===== src/sv/skt_pkg.sv =====
// Shared types and codes for the sorted key table.
// No dependencies.
`default_nettype none

package skt_pkg;

  localparam logic OP_LOOKUP = 1'b0;
  localparam logic OP_REMOVE = 1'b1;

  typedef enum logic [1:0] {
    ST_OK     = 2'd0,
    ST_FULL   = 2'd1,
    ST_ABSENT = 2'd2
  } status_t;

  typedef enum logic [3:0] {
    S_IDLE,
    S_SRCH,
    S_CMP,
    S_EVAL,
    S_SHU_RD,
    S_SHU_WR,
    S_WKEY,
    S_SHD_RD,
    S_SHD_WR,
    S_DONE
  } state_t;

  // Result of the shared key compare: probe key against stored entry.
  typedef struct packed {
    logic eq;
    logic gt;
  } cmp_res_t;

endpackage

`default_nettype wire


===== src/sv/sorted_key_table_core.sv =====
// Sorted key table: sequencer, search and shift control, result register.
// Depends on skt_pkg, skt_store and skt_cmp.
//
// Usage: the in_ channel carries one operation (op, key, insert_if_missing)
// with valid/ready; the out_ channel returns one result per operation with
// valid/ready. cfg_we writes cfg_wdata into the order select (0 unsigned,
// 1 signed); write it only while the block is idle.
// One operation is handled at a time; in_ready is high only when the
// sequencer is idle. Each binary search probe is a store read (S_SRCH),
// then a compare (S_CMP), at most $clog2(DEPTH+1) probes. Moving entries
// for an insert or remove passes each moved entry through a read state
// (S_SHU_RD or S_SHD_RD) and then a write state (S_SHU_WR or S_SHD_WR).
// Reset empties the table (count 0), selects unsigned order and drops any
// pending result. Store contents need no clearing: entries at or above the
// count are never read. A result waits in the output register while
// out_ready is low; the block may already accept the next item, and it
// holds its next result until the register frees.
`default_nettype none

module sorted_key_table_core #(
  parameter int DEPTH     = 64,
  parameter int KEY_WIDTH = 32
) (
  input  wire logic                       clk,
  input  wire logic                       rst_n,
  input  wire logic                       cfg_we,
  input  wire logic                       cfg_wdata,
  input  wire logic                       in_valid,
  output logic                            in_ready,
  input  wire logic                       in_op,
  input  wire logic [KEY_WIDTH-1:0]       in_key,
  input  wire logic                       in_insert_if_missing,
  output logic                            out_valid,
  input  wire logic                       out_ready,
  output logic                            out_found,
  output logic                            out_inserted,
  output logic [$clog2(DEPTH)-1:0]        out_position,
  output logic [1:0]                      out_status,
  output logic [$clog2(DEPTH+1)-1:0]      out_entry_count
);
  import skt_pkg::*;

  localparam int AW = $clog2(DEPTH);
  localparam int CW = $clog2(DEPTH + 1);
  localparam logic [CW-1:0] DEPTH_C = CW'(DEPTH);

  state_t state_r, state_nxt;

  logic                 signed_order_r;
  logic [CW-1:0]        count_r, count_nxt;
  logic                 op_r, op_nxt;
  logic [KEY_WIDTH-1:0] key_r, key_nxt;
  logic                 ins_r, ins_nxt;
  logic [CW-1:0]        lo_r, lo_nxt;
  logic [CW-1:0]        hip1_r, hip1_nxt;   // search upper bound plus one
  logic [AW-1:0]        mid_r, mid_nxt;
  logic [CW-1:0]        at_r, at_nxt;
  logic [CW-1:0]        ptr_r, ptr_nxt;
  logic                 found_r, found_nxt;
  logic                 inserted_r, inserted_nxt;
  logic [AW-1:0]        pos_r, pos_nxt;
  status_t              status_r, status_nxt;

  logic                 out_valid_r, out_valid_nxt;
  logic                 out_found_r, out_found_nxt;
  logic                 out_inserted_r, out_inserted_nxt;
  logic [AW-1:0]        out_pos_r, out_pos_nxt;
  status_t              out_status_r, out_status_nxt;
  logic [CW-1:0]        out_count_r, out_count_nxt;

  logic                 mem_we;
  logic [AW-1:0]        mem_waddr;
  logic [KEY_WIDTH-1:0] mem_wdata;
  logic [AW-1:0]        mem_raddr;
  logic [KEY_WIDTH-1:0] mem_rdata;
  cmp_res_t             cmp;

  logic [CW:0]          mid_sum;
  logic [AW-1:0]        mid;

  skt_store #(.DEPTH(DEPTH), .KEY_WIDTH(KEY_WIDTH)) u_store (
    .clk   (clk),
    .we    (mem_we),
    .waddr (mem_waddr),
    .wdata (mem_wdata),
    .raddr (mem_raddr),
    .rdata (mem_rdata)
  );

  skt_cmp #(.KEY_WIDTH(KEY_WIDTH)) u_cmp (
    .probe        (key_r),
    .entry        (mem_rdata),
    .signed_order (signed_order_r),
    .res          (cmp)
  );

  // lo <= hi holds whenever mid is used, so the sum is never negative
  assign mid_sum = {1'b0, lo_r} + {1'b0, hip1_r} - (CW+1)'(1);
  assign mid     = mid_sum[AW:1];

  always_ff @(posedge clk) begin
    if (!rst_n) begin
      state_r        <= S_IDLE;
      signed_order_r <= 1'b0;
      count_r        <= '0;
      out_valid_r    <= 1'b0;
    end else begin
      state_r     <= state_nxt;
      count_r     <= count_nxt;
      out_valid_r <= out_valid_nxt;
      if (cfg_we) begin
        signed_order_r <= cfg_wdata;
      end
    end
  end

  always_ff @(posedge clk) begin
    op_r           <= op_nxt;
    key_r          <= key_nxt;
    ins_r          <= ins_nxt;
    lo_r           <= lo_nxt;
    hip1_r         <= hip1_nxt;
    mid_r          <= mid_nxt;
    at_r           <= at_nxt;
    ptr_r          <= ptr_nxt;
    found_r        <= found_nxt;
    inserted_r     <= inserted_nxt;
    pos_r          <= pos_nxt;
    status_r       <= status_nxt;
    out_found_r    <= out_found_nxt;
    out_inserted_r <= out_inserted_nxt;
    out_pos_r      <= out_pos_nxt;
    out_status_r   <= out_status_nxt;
    out_count_r    <= out_count_nxt;
  end

  always_comb begin
    state_nxt        = state_r;
    count_nxt        = count_r;
    op_nxt           = op_r;
    key_nxt          = key_r;
    ins_nxt          = ins_r;
    lo_nxt           = lo_r;
    hip1_nxt         = hip1_r;
    mid_nxt          = mid_r;
    at_nxt           = at_r;
    ptr_nxt          = ptr_r;
    found_nxt        = found_r;
    inserted_nxt     = inserted_r;
    pos_nxt          = pos_r;
    status_nxt       = status_r;
    out_valid_nxt    = out_valid_r && !out_ready;
    out_found_nxt    = out_found_r;
    out_inserted_nxt = out_inserted_r;
    out_pos_nxt      = out_pos_r;
    out_status_nxt   = out_status_r;
    out_count_nxt    = out_count_r;
    mem_we           = 1'b0;
    mem_waddr        = ptr_r[AW-1:0];
    mem_wdata        = mem_rdata;
    mem_raddr        = mid;
    in_ready         = 1'b0;

    unique case (state_r)
      S_IDLE: begin
        in_ready = 1'b1;
        if (in_valid) begin
          op_nxt       = in_op;
          key_nxt      = in_key;
          ins_nxt      = in_insert_if_missing;
          lo_nxt       = '0;
          hip1_nxt     = count_r;
          found_nxt    = 1'b0;
          inserted_nxt = 1'b0;
          pos_nxt      = '0;
          status_nxt   = ST_OK;
          state_nxt    = S_SRCH;
        end
      end
      S_SRCH: begin
        if (lo_r < hip1_r) begin
          mem_raddr = mid;
          mid_nxt   = mid;
          state_nxt = S_CMP;
        end else begin
          // miss: lo is the sorted insertion place
          at_nxt    = lo_r;
          found_nxt = 1'b0;
          state_nxt = S_EVAL;
        end
      end
      S_CMP: begin
        if (cmp.eq) begin
          at_nxt    = CW'(mid_r);
          found_nxt = 1'b1;
          state_nxt = S_EVAL;
        end else begin
          if (cmp.gt) begin
            lo_nxt = CW'(mid_r) + CW'(1);
          end else begin
            hip1_nxt = CW'(mid_r);
          end
          state_nxt = S_SRCH;
        end
      end
      S_EVAL: begin
        if (op_r == OP_LOOKUP) begin
          if (found_r) begin
            pos_nxt   = at_r[AW-1:0];
            state_nxt = S_DONE;
          end else if (ins_r) begin
            if (count_r >= DEPTH_C) begin
              status_nxt = ST_FULL;
              state_nxt  = S_DONE;
            end else begin
              ptr_nxt   = count_r;
              state_nxt = S_SHU_RD;
            end
          end else begin
            state_nxt = S_DONE;
          end
        end else begin
          if (found_r) begin
            ptr_nxt   = at_r + CW'(1);
            state_nxt = S_SHD_RD;
          end else begin
            status_nxt = ST_ABSENT;
            state_nxt  = S_DONE;
          end
        end
      end
      S_SHU_RD: begin
        // ptr is the destination; the source sits one below
        if (ptr_r > at_r) begin
          mem_raddr = AW'(ptr_r - CW'(1));
          state_nxt = S_SHU_WR;
        end else begin
          state_nxt = S_WKEY;
        end
      end
      S_SHU_WR: begin
        mem_we    = 1'b1;
        mem_waddr = ptr_r[AW-1:0];
        mem_wdata = mem_rdata;
        ptr_nxt   = ptr_r - CW'(1);
        state_nxt = S_SHU_RD;
      end
      S_WKEY: begin
        mem_we       = 1'b1;
        mem_waddr    = at_r[AW-1:0];
        mem_wdata    = key_r;
        count_nxt    = count_r + CW'(1);
        inserted_nxt = 1'b1;
        pos_nxt      = at_r[AW-1:0];
        state_nxt    = S_DONE;
      end
      S_SHD_RD: begin
        // ptr is the source; the destination sits one below
        if (ptr_r < count_r) begin
          mem_raddr = ptr_r[AW-1:0];
          state_nxt = S_SHD_WR;
        end else begin
          count_nxt = count_r - CW'(1);
          pos_nxt   = at_r[AW-1:0];
          state_nxt = S_DONE;
        end
      end
      S_SHD_WR: begin
        mem_we    = 1'b1;
        mem_waddr = AW'(ptr_r - CW'(1));
        mem_wdata = mem_rdata;
        ptr_nxt   = ptr_r + CW'(1);
        state_nxt = S_SHD_RD;
      end
      S_DONE: begin
        if (!out_valid_r || out_ready) begin
          out_valid_nxt    = 1'b1;
          out_found_nxt    = found_r;
          out_inserted_nxt = inserted_r;
          out_pos_nxt      = pos_r;
          out_status_nxt   = status_r;
          out_count_nxt    = count_r;
          state_nxt        = S_IDLE;
        end
      end
      default: begin
        state_nxt = S_IDLE;
      end
    endcase
  end

  assign out_valid       = out_valid_r;
  assign out_found       = out_found_r;
  assign out_inserted    = out_inserted_r;
  assign out_position    = out_pos_r;
  assign out_status      = out_status_r;
  assign out_entry_count = out_count_r;

endmodule

`default_nettype wire


===== src/sv/skt_store.sv =====
// Key storage: single write port, single registered read port.
// Depends on nothing but its parameters.
`default_nettype none

module skt_store #(
  parameter int DEPTH     = 64,
  parameter int KEY_WIDTH = 32
) (
  input  wire logic                     clk,
  input  wire logic                     we,
  input  wire logic [$clog2(DEPTH)-1:0] waddr,
  input  wire logic [KEY_WIDTH-1:0]     wdata,
  input  wire logic [$clog2(DEPTH)-1:0] raddr,
  output logic      [KEY_WIDTH-1:0]     rdata
);

  logic [KEY_WIDTH-1:0] mem [DEPTH];
  logic [KEY_WIDTH-1:0] rdata_r;

  always_ff @(posedge clk) begin
    if (we) begin
      mem[waddr] <= wdata;
    end
  end

  always_ff @(posedge clk) begin
    rdata_r <= mem[raddr];
  end

  assign rdata = rdata_r;

endmodule

`default_nettype wire


===== src/sv/skt_cmp.sv =====
// Shared key compare unit, unsigned or two's complement order.
// Depends on skt_pkg for the result struct.
`default_nettype none

module skt_cmp #(
  parameter int KEY_WIDTH = 32
) (
  input  wire logic [KEY_WIDTH-1:0] probe,
  input  wire logic [KEY_WIDTH-1:0] entry,
  input  wire logic                 signed_order,
  output skt_pkg::cmp_res_t         res
);
  import skt_pkg::*;

  localparam logic [KEY_WIDTH-1:0] TOP = KEY_WIDTH'(1) << (KEY_WIDTH - 1);

  logic [KEY_WIDTH-1:0] pv;
  logic [KEY_WIDTH-1:0] ev;

  // flipping the sign bit maps signed order onto unsigned order
  assign pv = probe ^ (signed_order ? TOP : '0);
  assign ev = entry ^ (signed_order ? TOP : '0);

  always_comb begin
    res.eq = (pv == ev);
    res.gt = (pv > ev);
  end

endmodule

`default_nettype wire


===== config.mk =====
export PLATFORM = sky130hd
export DESIGN_NAME = sorted_key_table_core
export DESIGN_NICKNAME = d
export VERILOG_FILES = /design/src/sv/skt_pkg.sv /design/src/sv/sorted_key_table_core.sv /design/src/sv/skt_store.sv /design/src/sv/skt_cmp.sv
export SDC_FILE = /design/constraint.sdc
export NUM_CORES = 2
export LEC_CHECK = 0
export CAP_MARGIN = 20
export CORE_MARGIN = 2
export CORE_UTILIZATION = 55
export DETAILED_ROUTE_END_ITERATION = 10
export DONT_BUFFER_PORTS = 1
export GPL_TIMING_DRIVEN = 0
export PLACE_DENSITY = 0.7
export SYNTH_ARGS = -nofsm -noshare
export SYNTH_HDL_FRONTEND = slang
export SYNTH_HIERARCHICAL = 1
export SYNTH_SLANG_ARGS = --single-unit

===== constraint.sdc =====
create_clock -name clk -period 4.6 [get_ports clk]
set_input_delay 1.38 -clock clk [delete_from_list [all_inputs] [get_ports clk]]
set_output_delay 1.38 -clock clk [all_outputs]
set_load 0.02 [all_outputs]

== Word level (Yosys, flattened, before mapping) ==
Memories as Yosys holds them, arrays and structs flattened. A register that Yosys moved wholly into a read port is not among the register bits.
Index checks and enable logic that the tools add are counted.

* Register bits after elaboration: 108
* Bits in writable memories: 2048
* Input port bits: 40
* Output and inout port bits: 19
* Logic and storage cells: 150
* Memories: 1

{| class="wikitable"
|+ Memories
! name !! words !! bits a word !! rd ports !! clocked after Yosys merged registers in !! write ports !! line !! text
|-
| u_store.mem || 64 || 32 || 1 || 1 || 1 || skt_store.sv:17 || <nowiki>logic [KEY_WIDTH-1:0] mem [DEPTH];</nowiki>
|}

* Add/sub/neg operators: 8
* Order comparisons: 5
* Eq/ne operators: 26
* Muxes and demuxes: 60
* Bitwise gates (word level): 2
* Reductions and logical operators: 27

{| class="wikitable"
|+ Operators by type and width
! kind !! count
|-
| $mux 7 || 14
|-
| $mux 32 || 2
|-
| $xor 32x32->32 || 2
|-
| $pmux 7 s2 || 4
|-
| $pmux 4 s10 || 1
|-
| $mux 6 || 6
|-
| $eq 32x32->1 || 1
|-
| $gt 32x32->1 || 1
|-
| $mux 4 || 7
|-
| $pmux 6 s2 || 2
|-
| $pmux 6 s4 || 1
|-
| $ne 2x2->1 const B || 11
|-
| $add 7x1->7 const B || 3
|-
| $pmux 7 s3 || 1
|-
| $sub 7x1->7 const B || 3
|-
| $eq 4x3->1 const B || 4
|-
| $mux 2 || 8
|-
| $ne 3x3->1 const B || 5
|-
| $reduce_and 5->1 || 3
|-
| $lt 7x7->1 || 2
|-
| $reduce_and 2->1 || 6
|-
| $reduce_and 4->1 || 3
|-
| $mux 1 || 11
|-
| $reduce_bool 2->1 || 5
|-
| other kinds (18) || 22
|}

== Depth between registers and ports, before layout ==
* Word-level depth: 6
* Gate-level depth with buffers: 18
* Mapped depth without buffers: 16

== Modules after synthesis ==
The synthesis kept the hierarchy.

{| class="wikitable"
|+ By module, submodules not included
! module !! instances !! cells an instance !! area an instance (um^2) !! sequential area each (um^2)
|-
| skt_store || 1 || 3324 || 78515.3 || 62139.6
|-
| sorted_key_table_core || 1 || 548 || 6144.6 || 3113.0
|-
| skt_cmp || 1 || 111 || 853.3 || 0.0
|}

== Least setup slack after synthesis ==
No wires, ideal clock.

* Path kind: register -> register
* Start: register state_r[3]
* End: memory u_store.mem[48][0], enable pin
* Setup time: 461 ps
* Arrival time: 4025 ps
* Data required time: 4139 ps
* Path slack: 114 ps
* Stages on the path, launching flop included: 12
* Buffers on the path: 3
* Clock period less this slack: 4486 ps
* Cells stage by stage: dfxtp_1 -> buf_2 -> nor2b_1 -> and2_1 -> buf_2 -> nor2_1 -> o21ai_0 -> o311ai_0 -> clkbuf_1 -> nor2b_1 -> nand4b_1 -> nor3_1

* Elaborated cells on any way between the ends: 8
* Those cells by class: 3 x eq/ne; 4 x mux; 1 x reduce/logical

{| class="wikitable"
|+ RTL lines
! what !! line !! text
|-
| start: declaration || sorted_key_table_core.sv:47 || <nowiki>state_t state_r, state_nxt;</nowiki>
|-
| start signal: assignment || sorted_key_table_core.sv:108 || <nowiki>state_r <= state_nxt;</nowiki>
|-
| $eq 4x4->1 / $eq 4x3->1 (equally long branches) || sorted_key_table_core.sv:164 || <nowiki>unique case (state_r)</nowiki>
|-
| $pmux 6 s2 * || sorted_key_table_core.sv:164 ||
|-
| via mem_waddr[3] || sorted_key_table_core.sv:72 || <nowiki>logic [AW-1:0] mem_waddr;</nowiki>
|-
| end: declaration || skt_store.sv:17 ||
|}

Mark *: on every way through the listed nets, which the timed path passes. The rest lies on a longest branch.

== Worst setup path after layout ==
* Start: register count_r[6]
* End: register u_store.rdata_r[17], in the netlist u_store/rdata[17], read port of u_store.mem

* Word-level cells in the longest chain between the ends: 3

{| class="wikitable"
|+ RTL lines
! what !! line !! text
|-
| start: declaration || sorted_key_table_core.sv:50 || <nowiki>logic [CW-1:0] count_r, count_nxt;</nowiki>
|-
| start signal: assignment || sorted_key_table_core.sv:109 || <nowiki>count_r <= count_nxt;</nowiki>
|-
| $lt 7x7->1 || sorted_key_table_core.sv:259 || <nowiki>if (ptr_r < count_r) begin</nowiki>
|-
| $mux 6 || sorted_key_table_core.sv:259 ||
|-
| $pmux 6 s2 || sorted_key_table_core.sv:164 ||
|-
| via mem_raddr[1] || sorted_key_table_core.sv:74 || <nowiki>logic [AW-1:0] mem_raddr;</nowiki>
|-
| end: declaration || skt_store.sv:18 || <nowiki>logic [KEY_WIDTH-1:0] rdata_r;</nowiki>
|}

The timed path passes the listed nets, and every way through them passes these cells.
A chain may end at the register's enable or synchronous reset.

==> metrics.csv <==
stage,metric,value,unit
sta,FMAX,215.1,MHz
hold_path,worst hold path endpoint,out_position[5],
synthesis,cell area after synthesis,85510,sq um
sta,Sum Neg Setup Slack,-0.1747,ns
final_layout,Layout Nets,4557,
sta,final worst slack,-0.04989,ns
cts,# H-tree levels,4,
final_layout,fin cells,6669,
synthesis,largest family of logic cells by synthesized area,multiplexers,
synthesis,main flop type after synthesis,edfxtp_1,
setup_path,Reg-to-Reg End,u_store/rdata[17],
synthesis,Post-synth EDFFs,2143,
global_routing,maximum number of pins on one net before global-route repair,65,
global_routing,vias in the first global route,44268,
floorplanning,num rows,144,
cts,Sink Count,2188,
synthesis,syn nets,4095,
sta,Final setup violation count,5,
place,HPWL Detailed,166.9,mm
setup_path,CP Data Required Time,5.30,ns
route,Routed Wire Length,258.3,mm
setup_path,Register-to-Register Setup Slack,-0.05,ns
floorplanning,boundary pin count,59,
synthesis,adder-cell share of the synthesized area,1.071,%
route,Detailed Routing Iterations Pass 1,8,
route,drt drc,0,
cts,clk_lat worst skew,0.87,ns
global_routing,GRT Overall Usage,32.43,%
final_layout,"Area growth, synth to finish",17.06,%
floorplanning,Initial Util,55.45,%
global_routing,global-route wire length before repair,348.1,mm
synthesis,ys async rst share,0,%
place,placed cells,6150,
final_layout,design area,100100,sq um
outcome,outcome,"finished, violations left",
outcome,failing checks,setup timing,
synthesis,"Distinct cells, synth",82,
setup_path,R2R cell count,14,
synthesis,XOR/XNOR share of the synthesized area,0.2253,%
synthesis,Mapped Cells,3983,
hold_path,hold wc startpoint,pos_r[5],
synthesis,compound-cell area share of the yosys netlist,2.761,%
setup_path,Startpoint Class,flip-flop,
synthesis,"Seq/Total Area, Yosys",76.31,%
place,placed inst area,91040,sq um
route,per-cell routed wire length,38.73,um
route,DR iter-0 viols,8082,
floorplanning,Die Ht,398.3,um
global_routing,initial antenna violation count,7,
hold_path,hold path depth,0,
cts,clk slew on worst S/H paths,0.06,ns
route,via/cell ratio,6.922,
setup_path,worst r2r src,count_r[6],
floorplanning,Die ar.,158600,sq um
setup_path,worst-path fanout max,10,
floorplanning,Die W,398.3,um
cts,Num CTS Buffers,213,
cts,CTS root buf,clkbuf_16,
synthesis,mux cell area share after synthesis,15.86,%
sta,clk_skew,0.06963,ns
sta,Hold WS,0.4232,ns
place,GP Congestion,0.9677,
power_and_ir_drop,pwr dens,773.1,nW/um^2
cts,deepest clock path buffer count,3,
global_routing,grt ovf,0,
sta,Least-Margin Pin Slew,1.015,ns
sta,Slew HR,32.34,%
sta,"Slew Viols, Final",0,
sta,Final Hold Fails,0,
setup_path,CP endpoint kind,flip-flop,
cts,TritonCTS clock tree,built,
sta,Final min period,4.650,ns
route,Vias,46162,
route,DRT antenna net count,0,
synthesis,synthesized area per cell,21.47,sq um
sta,Final period util,101.1,%
power_and_ir_drop,leakage power total,0.03218,uW
flow_run,max-cap viol count,0,
synthesis,simple-gate share of the synthesized area,2.252,%
final_layout,layout cell share with drive strength beyond 1,31.62,%
setup_path,crit path DAT,5.35,ns
synthesis,"FF+latch count, synth",2188,
floorplanning,Core Region,154200,sq um
power_and_ir_drop,worst vdd ir,0.7616,mV
setup_path,Crit Path Category,flip-flop to flip-flop,
synthesis,Yosys warnings,6,
hold_path,Hold Crit Class,flip-flop to flip-flop,
place,PortBufs,0,
==> how the worst max path moves through the flow <==
stage	end	from	slack, ns	cells after the start
floorplan	u_store/mem[48][0]	state_r[3]	0.11	11
global placement	u_store/mem[48][16]	ptr_r[0]	-3.72	9
detailed placement	u_store/rdata[13]	count_r[6]	-1.90	15
CTS	u_store/rdata[11]	at_r[2]	-0.004	14
global route	u_store/rdata[17]	count_r[6]	-0.1	14
finish	u_store/rdata[17]	count_r[6]	-0.05	14
==> metal layers <==
layer  part of all wire [%]  routed length [um]  track usage (%)
met5                  0.057                 146                0
met1                     34               87120            43.04
met3                     14               35970            9.139
met4                    6.1               15660            16.60
met2                     46              119400            49.70
==> report_power, final <==
part           switching (uW)  internal, uW
logic                   23100         12000
clock network            7540          9460
registers                 246         25100
==> synthesized netlist by cell type, types with 10 or more instances <==
cell	count	area (sq um)
nand4_1	12	75.07
xnor2_1	16	140.1
buf_2	66	330.3
edfxtp_1	2143	64350
clkbuf_1	79	296.5
nand3_1	21	105.1
o221ai_1	30	262.8
a21o_1	11	82.58
o22ai_1	87	544.3
inv_1	76	285.3
buf_4	29	217.7
nand2_1	70	262.8
mux4_2	544	12250
ha_1	70	875.8
nor2b_1	23	143.9
o21ai_0	28	140.1
dfxtp_1	45	900.9
a22oi_1	14	105.1
a21oi_1	94	470.5
buf_1	23	86.33
nor2_1	184	690.7
nand2b_1	19	118.9
mux2_2	30	337.8
nor3_1	16	80.08
mux2i_1	95	950.9
and2_1	10	62.56
==> logic make-up after synthesis <==
group / count (synthesis)
mux: 671
buf+inv: 282
flops: 2188
fa+ha+maj: 72
xor+xnor: 22
compound gates: 347
simple gates: 401
==> critical path, cell delays in order (launching register included) <==
cell	delay (ns)
dfxtp_1	0.51
inv_1	0.20
ha_1	0.36
nand4_1	0.21
o211ai_4	0.29
and2_4	0.21
a221o_1	0.17
buf_4	0.30
clkbuf_4	0.35
buf_4	0.30
buf_2	0.38
mux2i_1	0.34
nor2_1	0.07
o32ai_1	0.59
nor3_1	0.18
==> cells in the final DEF (no fill, tap or decap), drive strengths merged, types with 14 or more instances in the layout <==
| cell | n |
|---|---|
| nor2b | 23 |
| nand2b | 19 |
| edfxtp | 2143 |
| mux2 | 32 |
| clkbuf | 337 |
| nand4 | 14 |
| a21oi | 95 |
| o22ai | 87 |
| o221ai | 30 |
| xnor2 | 16 |
| ha | 70 |
| dfxtp | 45 |
| bufinv | 15 |
| nand3 | 21 |
| mux4 | 544 |
| inv | 83 |
| mux2i | 95 |
| buf | 374 |
| a22oi | 14 |
| o21ai | 35 |
| nand2 | 71 |
| nor3 | 17 |
| nor2 | 185 |
| clkinv | 101 |
==> metrics by stage <==
stage | power (uW) | util [%] | setup WS (ns)
after floorplan | 42720 | - | 0.1137
after global routing | 78360 | 64.89 | -0.09678
after detailed placement | 57250 | 59.03 | -1.901
final | 77380 | 64.90 | -0.04989
after global placement | 55950 | 57.10 | -3.722
after CTS | 75260 | 63.98 | -0.003537
==> timing repair <==
item | 4_1_cts | 5_1_grt
pin swaps | 12 | 33
resized for setup | 219 | 99
hold buffers | 0 | 0
setup buffers | 31 | 93
cloned | 0 | 0
endpoints found under the setup margin | 205 | 711
==> registers in the layout (all words and copies together) (netlist names), 2 cells and up <==
register / count
state_r: 4
out_status: 2
out_entry_count: 7
u_store/rdata: 32
lo_r: 7
pos_r: 6
out_position: 6
hip1_r: 7
status_r: 2
u_store/mem: 2048
ptr_r: 7
at_r: 7
mid_r: 6
count_r: 7
key_r: 32
==> cell type report <==
cell class,instances,area (sq um)
Inverter,78,292.8
Antenna cell,5,12.51
Tap cell,2044,2557
Fill cell,9922,54130
Multi-Input combinational cell,1513,19890
Clock inverter,128,1216
Buffer,195,1410
Sequential cell,2188,65260
Timing Repair Buffer,256,3896
Clock buffer,262,5565
No activity file was read; power rests on OpenSTA's default activity.
